**config.mk**
```make
export PLATFORM = sky130hd
export DESIGN_NAME = ssq_cell
export DESIGN_NICKNAME = d
export VERILOG_FILES = /design/src/sv/ssq_pkg.sv /design/src/sv/ssq_cell.sv
export SDC_FILE = /design/constraint.sdc
export NUM_CORES = 1
export LEC_CHECK = 0
export ABC_AREA = 1
export CAP_MARGIN = 0
export CORE_AREA = 4 4 113 115
export DETAILED_ROUTE_END_ITERATION = 6
export DIE_AREA = 0 0 117 119
export DONT_BUFFER_PORTS = 1
export PLACE_DENSITY_LB_ADDON = 0.3
export SYNTH_ARGS = -nofsm -noshare
export SYNTH_HDL_FRONTEND = slang
export SYNTH_SLANG_ARGS = --single-unit
```
**constraint.sdc**
```tcl
create_clock -name clk -period 3.1 [get_ports clk]
set_input_delay 0.155 -clock clk [delete_from_list [all_inputs] [get_ports clk]]
set_output_delay 0.155 -clock clk [all_outputs]
set_load 0.01 [all_outputs]
```
**src/sv/ssq_pkg.sv**
```systemverilog
package ssq_pkg;

  localparam int WAKE_W = 63;
  localparam int TID_W  = 8;
  localparam int STAT_W = 3;

  localparam logic [WAKE_W-1:0] EMPTY_WAKE = {WAKE_W{1'b1}};

  localparam logic OP_TICK  = 1'b0;
  localparam logic OP_SLEEP = 1'b1;

  localparam logic [STAT_W-1:0] ST_WOKEN     = 3'd0;
  localparam logic [STAT_W-1:0] ST_QUEUED    = 3'd1;
  localparam logic [STAT_W-1:0] ST_NOT_SLEPT = 3'd2;
  localparam logic [STAT_W-1:0] ST_FULL      = 3'd3;
  localparam logic [STAT_W-1:0] ST_NONE_DUE  = 3'd4;

  typedef struct packed {
    logic              opcode;
    logic [TID_W-1:0]  thread_id;
    logic [WAKE_W-1:0] wake_time;
    logic [WAKE_W-1:0] now;
  } req_t;

  typedef struct packed {
    logic [STAT_W-1:0] status;
    logic [TID_W-1:0]  woken_id;
    logic              last;
    logic [WAKE_W-1:0] first_wake;
  } res_t;

  typedef struct packed {
    logic insert;  // place key entry behind all entries with wake <= key
    logic shift;   // pop head: every cell takes its right neighbor
  } cell_ctrl_t;

  typedef enum logic [1:0] {
    S_IDLE,
    S_EVAL,
    S_RELEASE
  } state_t;

endpackage

```
**src/sv/ssq_cell.sv**
```systemverilog
module ssq_cell
  import ssq_pkg::*;
#(
  parameter int ID_BITS = 8
) (
  input  logic               clk,
  input  logic               rst_n,
  input  cell_ctrl_t         ctrl,
  input  logic [WAKE_W-1:0]  key_wake,
  input  logic [ID_BITS-1:0] key_id,
  input  logic               left_valid,
  input  logic [WAKE_W-1:0]  left_wake,
  input  logic [ID_BITS-1:0] left_id,
  input  logic               left_le,
  input  logic               right_valid,
  input  logic [WAKE_W-1:0]  right_wake,
  input  logic [ID_BITS-1:0] right_id,
  output logic               valid,
  output logic [WAKE_W-1:0]  wake,
  output logic [ID_BITS-1:0] id,
  output logic               le,
  output logic               eq
);

  logic               valid_r, valid_nxt;
  logic [WAKE_W-1:0]  wake_r, wake_nxt;
  logic [ID_BITS-1:0] id_r, id_nxt;

  assign valid = valid_r;
  assign wake  = wake_r;
  assign id    = id_r;
  assign le    = valid_r && (wake_r <= key_wake);
  assign eq    = valid_r && (wake_r == key_wake);

  always_comb begin
    valid_nxt = valid_r;
    wake_nxt  = wake_r;
    id_nxt    = id_r;
    if (ctrl.shift) begin
      valid_nxt = right_valid;
      wake_nxt  = right_wake;
      id_nxt    = right_id;
    end else if (ctrl.insert && !le) begin
      if (left_le) begin
        // first cell past the insertion point takes the new entry
        valid_nxt = 1'b1;
        wake_nxt  = key_wake;
        id_nxt    = key_id;
      end else begin
        valid_nxt = left_valid;
        wake_nxt  = left_wake;
        id_nxt    = left_id;
      end
    end
  end

  always_ff @(posedge clk) begin
    if (!rst_n) begin
      valid_r <= 1'b0;
    end else begin
      valid_r <= valid_nxt;
    end
  end

  always_ff @(posedge clk) begin
    wake_r <= wake_nxt;
    id_r   <= id_nxt;
  end

endmodule

```
Word-level counts from Yosys, hierarchy flattened --
Cells that the tools add are included.
Cells by class: magnitude comparators 1, equal/unequal tests 1, muxes and demuxes 9, reductions and logical operators 5
Operator list (number):
- $mux W63 | 3
- $eq A63 B63 Y1 | 1
- $le A63 B63 Y1 | 1
- $mux W8 | 3
- $logic_and A1 B1 Y1 | 3
- $mux W1 | 3
- $reduce_bool A2 Y1 | 1
- $logic_not A1 Y1 | 1
Storage, ports and cells: register bits 72, bits of input ports 220, output and inout port bits 74

Depth between registers and ports, before layout --
Gate-level depths: netlist (run 1).
word-level depth 6, gate-level depth with buffers 16, mapped depth without buffers 16

Worst setup path after synthesis (run 1) --
No wires, ideal clock.
kind flip-flop to flip-flop, start point reg wake_r[29] (netlist: wake[29]), end point reg id_r[0] (netlist: id[0]), enable pin, path slack 357 ps, data arrival time 2344 ps, required time 2701 ps, buffers on the path 0, library setup time 399 ps, stages on the path, launching flop included 14, period minus slack after synthesis 2743 ps, path through edfxtp_1 -> ha_1 -> nand2_1 -> inv_2 -> nand3_2 -> nor2_2 -> nand2_1 -> nor2_2 -> nand2_1 -> nand2_1 -> nand2_1 -> nand2_1 -> nand3_2 -> nand2_2
Between the ends: longest elaborated chain between the ends 5
RTL lines:
- start, declared | line ssq_cell.sv:26 | logic [WAKE_W-1:0] wake_r, wake_nxt;
- start signal, assigned | line ssq_cell.sv:66 | wake_r <= wake_nxt;
- $le A63 B63 Y1 | line ssq_cell.sv:32 | assign le = valid_r && (wake_r <= key_wake);
- $logic_and A1 B1 Y1 | line ssq_cell.sv:32
- $logic_not A1 Y1 | line ssq_cell.sv:43 | end else if (ctrl.insert && !le) begin
- $logic_and A1 B1 Y1 | line ssq_cell.sv:43
- $reduce_bool A2 Y1 (no line)
- end signal, assigned | line ssq_cell.sv:67 | id_r <= id_nxt;
- end, declared | line ssq_cell.sv:27 | logic [ID_BITS-1:0] id_r, id_nxt;
No other way between the ends. A chain may end at the register's enable or synchronous reset.

Final worst setup path (run 1) --
start point reg wake_r[62] (netlist: wake[62]), end point reg wake_r[55] (netlist: wake[55]), enable pin
Between the ends: longest elaborated chain between the ends 5
RTL lines (line):
- $le A63 B63 Y1 | ssq_cell.sv:32
- $logic_and A1 B1 Y1 | ssq_cell.sv:32
- $logic_not A1 Y1 | ssq_cell.sv:43
- $logic_and A1 B1 Y1 | ssq_cell.sv:43
- $reduce_bool A2 Y1 (no line)
No other way between the ends.

==> results of run 1 <==
==> stage by stage <==
stage | area, sq um | setup WS (ns) | utilization
finish | 5880 | 0.737 | 0.498
CTS | 5880 | 0.658 | 0.498
floorplan | 5410 | 0.357 | -
detailed placement | 5520 | 0.664 | 0.468
global route | 5880 | 0.514 | 0.498
global placement | 5520 | 0.701 | 0.468
==> worst max-delay path by stage <==
stage / from / to / slack, ns
CTS: wake[62]$_DFFE_PP_ / wake[43]$_DFFE_PP_ / 0.66
floorplan: wake[29]$_DFFE_PP_ / id[0]$_DFFE_PP_ / 0.36
detailed placement: wake[62]$_DFFE_PP_ / wake[43]$_DFFE_PP_ / 0.66
global route: wake[62]$_DFFE_PP_ / wake[43]$_DFFE_PP_ / 0.51
finish: wake[62]$_DFFE_PP_ / wake[55]$_DFFE_PP_ / 0.74
global placement: wake[62]$_DFFE_PP_ / wake[57]$_DFFE_PP_ / 0.70
==> placed cells by master (no fill, tap or decap), types with 2 or more instances in the layout <==
cell type / n
a21o_1: 4
a21oi_1: 162
and3_1: 2
buf_12: 2
bufinv_16: 3
clkbuf_16: 9
clkinv_1: 2
dlygate4sd3_1: 2
edfxtp_1: 71
ha_1: 63
inv_1: 91
inv_2: 7
nand2_1: 163
nand3_1: 8
nand3_2: 3
nand4_1: 2
nor2_1: 83
nor2_2: 4
nor3_2: 3
==> critical path, stage by stage (launching register included) <==
cell and delay, ns:
edfxtp_1 0.46, ha_1 0.34, nand2_1 0.07, nor2_1 0.16, nand2_1 0.09, nor2_1 0.12, and2_1 0.14, a21oi_1 0.09
nand2_1 0.10, nand3_2 0.08, nand2_4 0.09, buf_12 0.26
==> registers in the layout (all words and copies together), names as in the netlist <==
register and flops:
id 8, wake 63, valid 1
==> logic make-up after synthesis <==
| group | share of synthesized area |
|---|---|
| AO/OA/AOI/OAI | 0.161 |
| adder cells (fa/ha/maj) | 0.146 |
| buffers and inverters | 0.0911 |
| flip-flops | 0.398 |
| AND/OR/NAND/NOR | 0.205 |
==> routing by layer <==
metal / vias up / part of all wire
met4: 0 / 0.030
met5: - / 0
met2: 235 / 0.49
li1: 2303 / -
met1: 2147 / 0.38
met3: 31 / 0.097
==> power by group through the flow <==
stage	combinational, W	sequential [W]	clock (W)
final	0.000507	0.00133	0.00118
after global placement	0.000489	0.00134	0
after global routing	0.000601	0.00134	0.00124
after CTS	0.000515	0.00133	0.00121
after floorplan	0.000416	0.00131	0
after detailed placement	0.000508	0.00135	0
==> cell type report <==
| class | instances | area [sq um] | area share |
|---|---|---|---|
| multi-input combinational | 506 | 2770 | 0.472 |
| clock buffer | 9 | 225 | 0.0383 |
| timing repair buffer | 5 | 67.6 | 0.0115 |
| sequential | 72 | 2150 | 0.366 |
| inverter | 98 | 368 | 0.0626 |
| tap | 147 | 184 | 0.0313 |
| clock inverter | 7 | 110 | 0.0187 |
==> repair_timing <==
action,CTS,global route
endpoints found under the hold margin,1,0
gates resized for setup,0,0
hold buffers,2,0
==> impl_metrics.toml, run 1 <==
[worst_hold_path]
min_to = "wake[48]$_DFFE_PP_"
hp-start = "right_wake[48]"
hp-class = "in2reg"
hold_depth = 2

[global_routing]
grtUsageTotal = 0.214
antenna_found_initial = 0
grt_max_degree = 74
grtUsageMet2 = 0.370
grt_use_met1 = 0.242
grt-ovfl-total = 0
busiest_layer = "met2"
use_met3 = 0.0640
grt_pass1_vias = 4647
grt_first_pass_wirelength_um = 23100

[final_layout]
synthToLayoutAreaGrowth_pct = 8.62
final_cells = 844
fin_nets = 975
fill_cells = 1155
drive_gt1_frac = 0.0545
antenna-diode-count = 0

[placed_design]
port_buffers = 0
post-dp-hpwl_um = 12000
place.gp.congestion = 0.882
dp_cells = 826

[drt]
first_pass_iters = 4
vias = 4716
viasPerCell = 5.59
ant_nets = 0
drt_iter0_markers = 182
drc = 0
wire_per_inst_um = 18.1
drt-total-wl_um = 15300

[synth]
synth-edff-count = 71
seq_area_frac_synth = 0.398
synth_area_leaders = "edfxtp_1 (39%), a21oi_1 (15%), ha_1 (15%), nand2_1 (11%), inv_1 (6.4%)"
syn_inst = 707
async_flop_share = 0
avgSynthCellArea_sq_um = 7.66
ys_seq_elements = 72
synth_common_cells = "nand2_1 (163), a21oi_1 (162), inv_1 (92)"
synth_area_leader_cell = "edfxtp_1"
synth_top_area_share = 0.394
yosysUniqueCellTypes = 26
yosysWarnings = 0
synth_ff_type = "edfxtp_1"
synth_area_sq_mm = 0.00541
synth_most_common_cell = "nand2_1"
syn_nets = 990

[power]
peakVddDrop_mv = 0.303
combPwrFrac = 0.168
p_seq_frac = 0.441
swShare = 0.274
p_total_w = 0.00301
leakagePower_nw = 2.79
pwr-share-clk = 0.391
p_int_w = 0.00218
powerDensity_mw_per_mm2 = 512
switchingPower_w = 0.000824

[sta]
tns_ns = 0
rsz0062_at_grt = "no"
min_period_over_period = 0.762
min_period_ns = 2.36
setup_viol = 0
worst_slew_pin_slew_ns = 1.20
holdWs_ns = 0.0590
finalHoldViolCount = 0
skew_ns = 0.00771
relSlewSlack = 0.199
clock.fmax_mhz = 423
drv_slew = 0

[clock_network]
clkTransAtPathRegs_ns = 0.06
clk_path_buf_depth = 2
clock_latency_ns = 0.34
cts_tree = "yes"
numCtsBuffers = 9
clock_sink_count = 72
cts_root_buf = "clkbuf_16"
postCtsSetupBuffers = 0
cts_max_level = 3

[setup_path]
r2r-start = "wake[62]$_DFFE_PP_"
worstSetupPathType = "reg2reg"
required_ns = 3.11
r2r-end = "wake[55]$_DFFE_PP_"
critPathArrivalTime_ns = 2.38
r2r_cells = 11
critPathLaunchType = "register"
critPathCaptureType = "register"
reg2reg_slack_ns = 0.74
critPathMaxFanout = 46

[floorplan]
die_h_um = 119
io_pins = 294
die_x_um = 117
fp-row-count = 40
initial_utilization = 0.458
dieArea_sq_mm = 0.0139
design.core.area_sq_mm = 0.0118

[job]
cap_violations = 0

[status]
status = "finished, final reports clean"
Power figures use the tool's default switching activity.
==> inputs of run 2 (changes only) <==
--- a/config.mk
+++ b/config.mk
@@ -5,11 +5,11 @@
 export SDC_FILE = /design/constraint.sdc
 export NUM_CORES = 1
 export LEC_CHECK = 0
-export ABC_AREA = 1
+export ABC_AREA = 0
 export CAP_MARGIN = 0
-export CORE_AREA = 4 4 113 115
+export CORE_AREA = 4 4 111 113
 export DETAILED_ROUTE_END_ITERATION = 6
-export DIE_AREA = 0 0 117 119
+export DIE_AREA = 0 0 115 117
 export DONT_BUFFER_PORTS = 1
 export PLACE_DENSITY_LB_ADDON = 0.3
 export SYNTH_ARGS = -nofsm -noshare
==> constraint.sdc (replaced) <==
create_clock -name clk -period 1.91 [get_ports clk]
set_input_delay 0.0955 -clock clk [delete_from_list [all_inputs] [get_ports clk]]
set_output_delay 0.0955 -clock clk [all_outputs]
set_load 0.01 [all_outputs]
==> run 2 against run 1 <==
Net effect:
- the run now ends with setup timing left
- first-iteration DRC count up 31%
- flip-flop and latch count unchanged
- critical path depth unchanged
- setup slack worse by 1.4 ns
- clock power up 60%
- sequential share of layout area down 9.9 points
- fmax down 9.9%
- highest routed layer unchanged
==> impl_metrics.toml, run 2 <==
[sta]
skew_ns = 0.00685
clock.fmax_mhz = 381
drv_slew = 0
relSlewSlack = 0.640
finalHoldViolCount = 0
min_period_ns = 2.62
fin_ws_ns = -0.712
min_period_over_period = 1.37
setup_viol = 74
worst_slew_pin_slew_ns = 0.532
rsz0062_at_grt = "yes"

[synth]
yosysUniqueCellTypes = 35
synth_xor_area_frac = 0
async_flop_share = 0
synthAdderAreaFrac = 0.149
synth_most_common_cell = "nand2_1"
synthSimpleGateAreaFrac = 0.113
muxShareOfSynthArea = 0.136
yosysWarnings = 0
synth_top_area_share = 0.403
avgSynthCellArea_sq_um = 9.68
syn_nets = 830
synth-edff-count = 71
synth_compound_area_frac = 0.125
synth_common_cells = "nand2_1 (92), o21ai_0 (80), mux2i_1 (72)"
synth_ff_type = "edfxtp_1"
ys_seq_elements = 72
seq_area_frac_synth = 0.407
synth_top_family_by_area = "adder cells"
synth_area_leaders = "edfxtp_1 (40%), ha_1 (15%), mux2i_1 (14%), o21ai_0 (7.6%), nand2_1 (6.5%)"
synth_area_leader_cell = "edfxtp_1"
syn_inst = 547
synth_area_sq_mm = 0.00529

[worst_hold_path]
hp-class = "in2reg"
hp-start = "ctrl[0]"

[setup_path]
r2r-end = "wake[47]$_DFFE_PP_"
critPathMaxFanout = 5
startpoint = "wake[53]$_DFFE_PP_"
cp_cell_sequence = "ha_4, nand4_1, nor4_4, buf_4, inv_1, o22ai_1, nor4_4, o21bai_4, buf_12, buf_8, buf_12"
crit_family = "buffers and inverters"
reg2reg_slack_ns = -0.71
r2r-start = "wake[53]$_DFFE_PP_"
critPathCaptureType = "register"
critPathArrivalTime_ns = 2.67
worstSetupPathDepth = 11
cp-endpoint = "wake[47]$_DFFE_PP_"
critical_path_buf_inv_count = 5
required_ns = 1.96
critPathLaunchType = "register"
critPathMaxStageDelay_ns = 0.45
critPathSlowestCell = "edfxtp_1"
r2r_cells = 11
worstSetupPathType = "reg2reg"

[floorplan]
initial_utilization = 0.468
dieArea_sq_mm = 0.0135
io_pins = 294
die_x_um = 115
die_h_um = 117
design.core.area_sq_mm = 0.0113
fp-row-count = 39

[global_routing]
grt-ovfl-total = 0
grt_first_pass_wirelength_um = 25800
antenna_found_initial = 0
grtUsageMet2 = 0.481
grtUsageTotal = 0.250
busiest_layer = "met2"
use_met3 = 0.0602
grt_use_met1 = 0.258
grt_pass1_vias = 5257
grt_max_degree = 146

[placed_design]
post-dp-hpwl_um = 12000
port_buffers = 0
place_area_sq_mm = 0.00639
place.gp.congestion = 0.898
dp_cells = 791
place_ws_ns = -0.682

[power]
p_int_w = 0.00408
pwr-share-clk = 0.344
combPwrFrac = 0.279
swShare = 0.258
powerDensity_mw_per_mm2 = 682
leakagePower_nw = 3.77
switchingPower_w = 0.00142
p_seq_frac = 0.376
p_total_w = 0.00550
peakVddDrop_mv = 0.429

[final_layout]
fin_nets = 1057
synthToLayoutAreaGrowth_pct = 52.4
design_area_sq_mm = 0.00807
antenna-diode-count = 0
drive_gt1_frac = 0.239
largest_reg_flops = 63
final_cells = 922
fill_cells = 808
regMostFlops = "wake"
final_cell_mix = "buf_4 (131), dlygate4sd3_1 (99), nand2_1 (92)"
layout_commonest_cell = "buf_4"

[drt]
ant_nets = 0
wire_per_inst_um = 19.3
viasPerCell = 5.44
vias = 5012
drt_iter0_markers = 239
drc = 0
drt-total-wl_um = 17800
first_pass_iters = 6

[clock_network]
cts_max_level = 3
cts_tree = "yes"
clock_latency_ns = 0.33
clkTransAtPathRegs_ns = 0.06
clk_path_buf_depth = 2
clock_sink_count = 72
numCtsBuffers = 9
cts_root_buf = "clkbuf_16"

[job]
cap_violations = 0

[status]
status = "finished with violations"
violations = "setup timing"
## run 2: changes by cell type after synthesis, moves of 4 or more
| cell | previous run | this run |
|---|---|---|
| a21oi_1 | 162 | 25 |
| o21ai_0 | 0 | 80 |
| nor2_1 | 83 | 5 |
| mux2i_1 | 0 | 72 |
| nand2_1 | 163 | 92 |
| inv_1 | 92 | 68 |
| clkbuf_1 | 29 | 21 |
| inv_2 | 6 | 0 |
| nand4_1 | 2 | 8 |
| a221oi_1 | 0 | 4 |
| nand3_1 | 8 | 4 |
| nor2_2 | 4 | 0 |
## run 2: power by group through the flow
stage,combinational (W),clock [W],sequential [W]
2_1_floorplan,0.000632,0,0.00216
3_3_place_gp,0.00119,0,0.00208
3_5_place_dp,0.00123,0,0.00210
4_1_cts,0.00147,0.00192,0.00206
5_1_grt,0.00168,0.00200,0.00209
6_report,0.00154,0.00189,0.00207
## run 2: what timing repair did
item / in CTS / in global routing
hold buffers: 99 / 0
pin swaps: 5 / 5
endpoints found under the hold margin: 61 / 0
gates resized for setup: 16 / 15
endpoints found under the setup margin: 74 / 74
gates cloned: 3 / 1
buffers inserted: 7 / 6
## run 2: area by class of cell
class | instances | area [sq um] | area share
inverters | 68 | 258 | 0.0320
clock inverters | 4 | 75.1 | 0.00931
flip-flops and latches | 72 | 2150 | 0.267
clock buffers | 12 | 267 | 0.0330
well taps | 143 | 179 | 0.0222
repair buffers | 240 | 2170 | 0.269
multi-input cells | 383 | 2960 | 0.367
## run 2: how the worst min path moves through the flow
stage,endpoint,cells after the start
finish,wake[57]$_DFFE_PP_,1
global route,wake[29]$_DFFE_PP_,2
CTS,wake[48]$_DFFE_PP_,1
detailed placement,valid$_SDFFE_PN0P_,2
global placement,valid$_SDFFE_PN0P_,2
floorplan,valid$_SDFFE_PN0P_,2
## run 2: cells by family (layout without fill, tap and decap cells)
| family | Yosys count | in the layout |
|---|---|---|
| adder cells (fa/ha/maj) | 63 | 63 |
| buffers and inverters | 92 | 324 |
| AO/OA/AOI/OAI | 122 | 122 |
| AND/OR/NAND/NOR | 126 | 126 |
| multiplexers | 72 | 72 |
| flip-flops | 72 | 72 |
## run 2: metal layers
layer  part of all wire  vias to the layer above
li1                   -                     2405
met1               0.36                     2315
met2               0.54                      253
met3              0.078                       39
met4              0.028                        0
met5                  0                        -
## run 2: per-stage QoR
step	hold WS, ns	util	setup TNS, ns
after floorplan	0.243	-	-90.15
after global placement	0.249	0.564	-44.56
after detailed placement	0.257	0.564	-49.48
after CTS	0.000312	0.698	-49.04
after global routing	0.00506	0.713	-60.23
final	0.0115	0.713	-50.75
==> inputs of run 3 (changes only) <==
--- a/config.mk
+++ b/config.mk
@@ -7,11 +7,12 @@
 export LEC_CHECK = 0
 export ABC_AREA = 0
 export CAP_MARGIN = 0
-export CORE_AREA = 4 4 111 113
+export CORE_AREA = 2 2 113 115
 export DETAILED_ROUTE_END_ITERATION = 6
 export DIE_AREA = 0 0 115 117
 export DONT_BUFFER_PORTS = 1
 export PLACE_DENSITY_LB_ADDON = 0.3
+export REMOVE_ABC_BUFFERS = 1
 export SYNTH_ARGS = -nofsm -noshare
 export SYNTH_HDL_FRONTEND = slang
 export SYNTH_SLANG_ARGS = --single-unit
==> run 3 against run 2 <==
Net effect:
- the flow finishes with violations (hold timing, setup timing)
- worst hold slack got worse by 0.014 ns
- non-clock buffer count increased by 22
- setup slack got worse by 0.054 ns
- via count increased by 3.2%
- first-iteration DRC count increased by 5.4%
- critical path type is now reg2out
- highest routed layer unchanged
==> impl_metrics.toml, run 3 (synthesis results as in run 2) <==
[clock_network]
clock_latency_ns = 0.34
cts_root_buf = "clkbuf_16"
clk_path_buf_depth = 2
cts_tree = "yes"
numCtsBuffers = 9
cts_max_level = 3
clock_sink_count = 72
clkTransAtPathRegs_ns = 0.05

[setup_path]
critPathArrivalTime_ns = 2.58
critPathLaunchType = "register"
startpoint = "wake[58]$_DFFE_PP_"
r2r-start = "wake[58]$_DFFE_PP_"
worstSetupPathType = "reg2out"
critPathCaptureType = "primary output"
critPathMaxFanout = 2
required_ns = 1.81

[job]
cap_violations = 0

[status]
status = "finished with violations"
violations = "hold timing, setup timing"

[global_routing]
antenna_found_initial = 0
busiest_layer = "met2"
grt-ovfl-total = 0
grtUsageMet2 = 0.460
use_met3 = 0.0566
grt_max_degree = 146
grt_use_met1 = 0.270
grt_first_pass_wirelength_um = 25800
grtUsageTotal = 0.250
grt_pass1_vias = 5342

[placed_design]
place.gp.congestion = 0.772
place_ws_ns = -0.920
port_buffers = 0
post-dp-hpwl_um = 11200
place_area_sq_mm = 0.00634

[drt]
drc = 0
vias = 5172
drt-total-wl_um = 18100
drt_iter0_markers = 252
viasPerCell = 5.43
ant_nets = 0
wire_per_inst_um = 19.0
first_pass_iters = 5

[final_layout]
layout_commonest_cell = "dlygate4sd3_1"
multi_input_area_sq_mm = 0.00297
final_cell_mix = "dlygate4sd3_1 (126), buf_4 (125), nand2_1 (91)"
fill_cells = 912
design_area_sq_mm = 0.00833
drive_gt1_frac = 0.226
largest_reg_flops = 63
synthToLayoutAreaGrowth_pct = 57.4
regMostFlops = "wake"
fin_nets = 1079
postLayoutCoreUtil = 0.677
seq_area_sq_mm = 0.00215

[sta]
worst_slew_pin_slew_ns = 0.485
drv_slew = 0
holdWs_ns = -0.00287
clock.fmax_mhz = 374
min_period_ns = 2.68
finalHoldViolCount = 1
tns_ns = -53.78
setup_viol = 74
rsz0062_at_grt = "yes"
skew_ns = 0.0139
min_period_over_period = 1.40
fin_ws_ns = -0.766
relSlewSlack = 0.672

[floorplan]
dieArea_sq_mm = 0.0135
design.core.area_sq_mm = 0.0123
initial_utilization = 0.430
io_pins = 294
fp-row-count = 41
die_x_um = 115
die_h_um = 117

[power]
peakVddDrop_mv = 0.467
leakagePower_nw = 3.87
powerDensity_mw_per_mm2 = 659

[worst_hold_path]
hp-start = "right_wake[50]"
hp-class = "in2reg"
## run 3: cell types whose count changed in the layout (fill, tap and decap cells not counted), moves of 2 or more
cell,previous run,this run
buf_12,4,1
buf_4,131,125
clkbuf_16,10,12
clkbuf_8,3,0
clkinv_2,0,3
clkinvlp_4,2,0
dlygate4sd3_1,99,126
ha_1,53,55
ha_4,10,8
nand2_2,0,2
o21ai_0,79,76
o21ai_1,1,4
## run 3: area by class of cell
| class | count | share of cell area |
|---|---|---|
| Multi-Input combinational cell | 383 | 0.357 |
| Timing Repair Buffer | 262 | 0.293 |
| Sequential cell | 72 | 0.258 |
| Inverter | 68 | 0.0309 |
| Clock buffer | 10 | 0.0275 |
| Clock inverter | 6 | 0.0101 |
| Antenna cell | 1 | 0.000300 |
| Tap cell | 150 | 0.0225 |
## run 3: worst paths after layout
| kind | depth (start not counted) | to | slack, ns |
|---|---|---|---|
| max reg2reg | 10 | wake[20]$_DFFE_PP_ | -0.75 |
| max | 8 | le | -0.77 |
| min reg2reg | 3 | valid$_SDFFE_PN0P_ | 0.64 |
| min | 2 | wake[50]$_DFFE_PP_ | -0.003 |
## run 3: routing by layer
metal,wire (um),up-vias
li1,-,2456
met2,9320,275
met1,6590,2383
met4,711,0
met3,1450,58
met5,0,-
## run 3: per-stage QoR
step           power [W]  std cells
3_3_place_gp     0.00325        799
3_5_place_dp     0.00330        799
6_report         0.00549        952
5_1_grt          0.00573        951
4_1_cts          0.00542        949
2_1_floorplan    0.00270        523
## run 3: worst max-delay path, stage by stage (launching register included)
cell      delay (ns)
edfxtp_1        0.43
ha_4            0.31
nand4_4         0.13
nor4_4          0.35
nand4_2         0.18
buf_6           0.16
or3_4           0.34
buf_6           0.13
or2b_4          0.22
## run 3: timing repair
item,4_1_cts,5_1_grt
setup endpoints to repair,74,78
hold buffers,129,0
gates cloned,2,4
hold endpoints to repair,64,0
pin swaps,9,6
gates resized for setup,16,20
buffers inserted,3,2
## run 3: report_power, final
group	switching [W]	internal, W
registers	0.000115	0.00195
clock network	0.000656	0.00114
logic	0.000693	0.000933
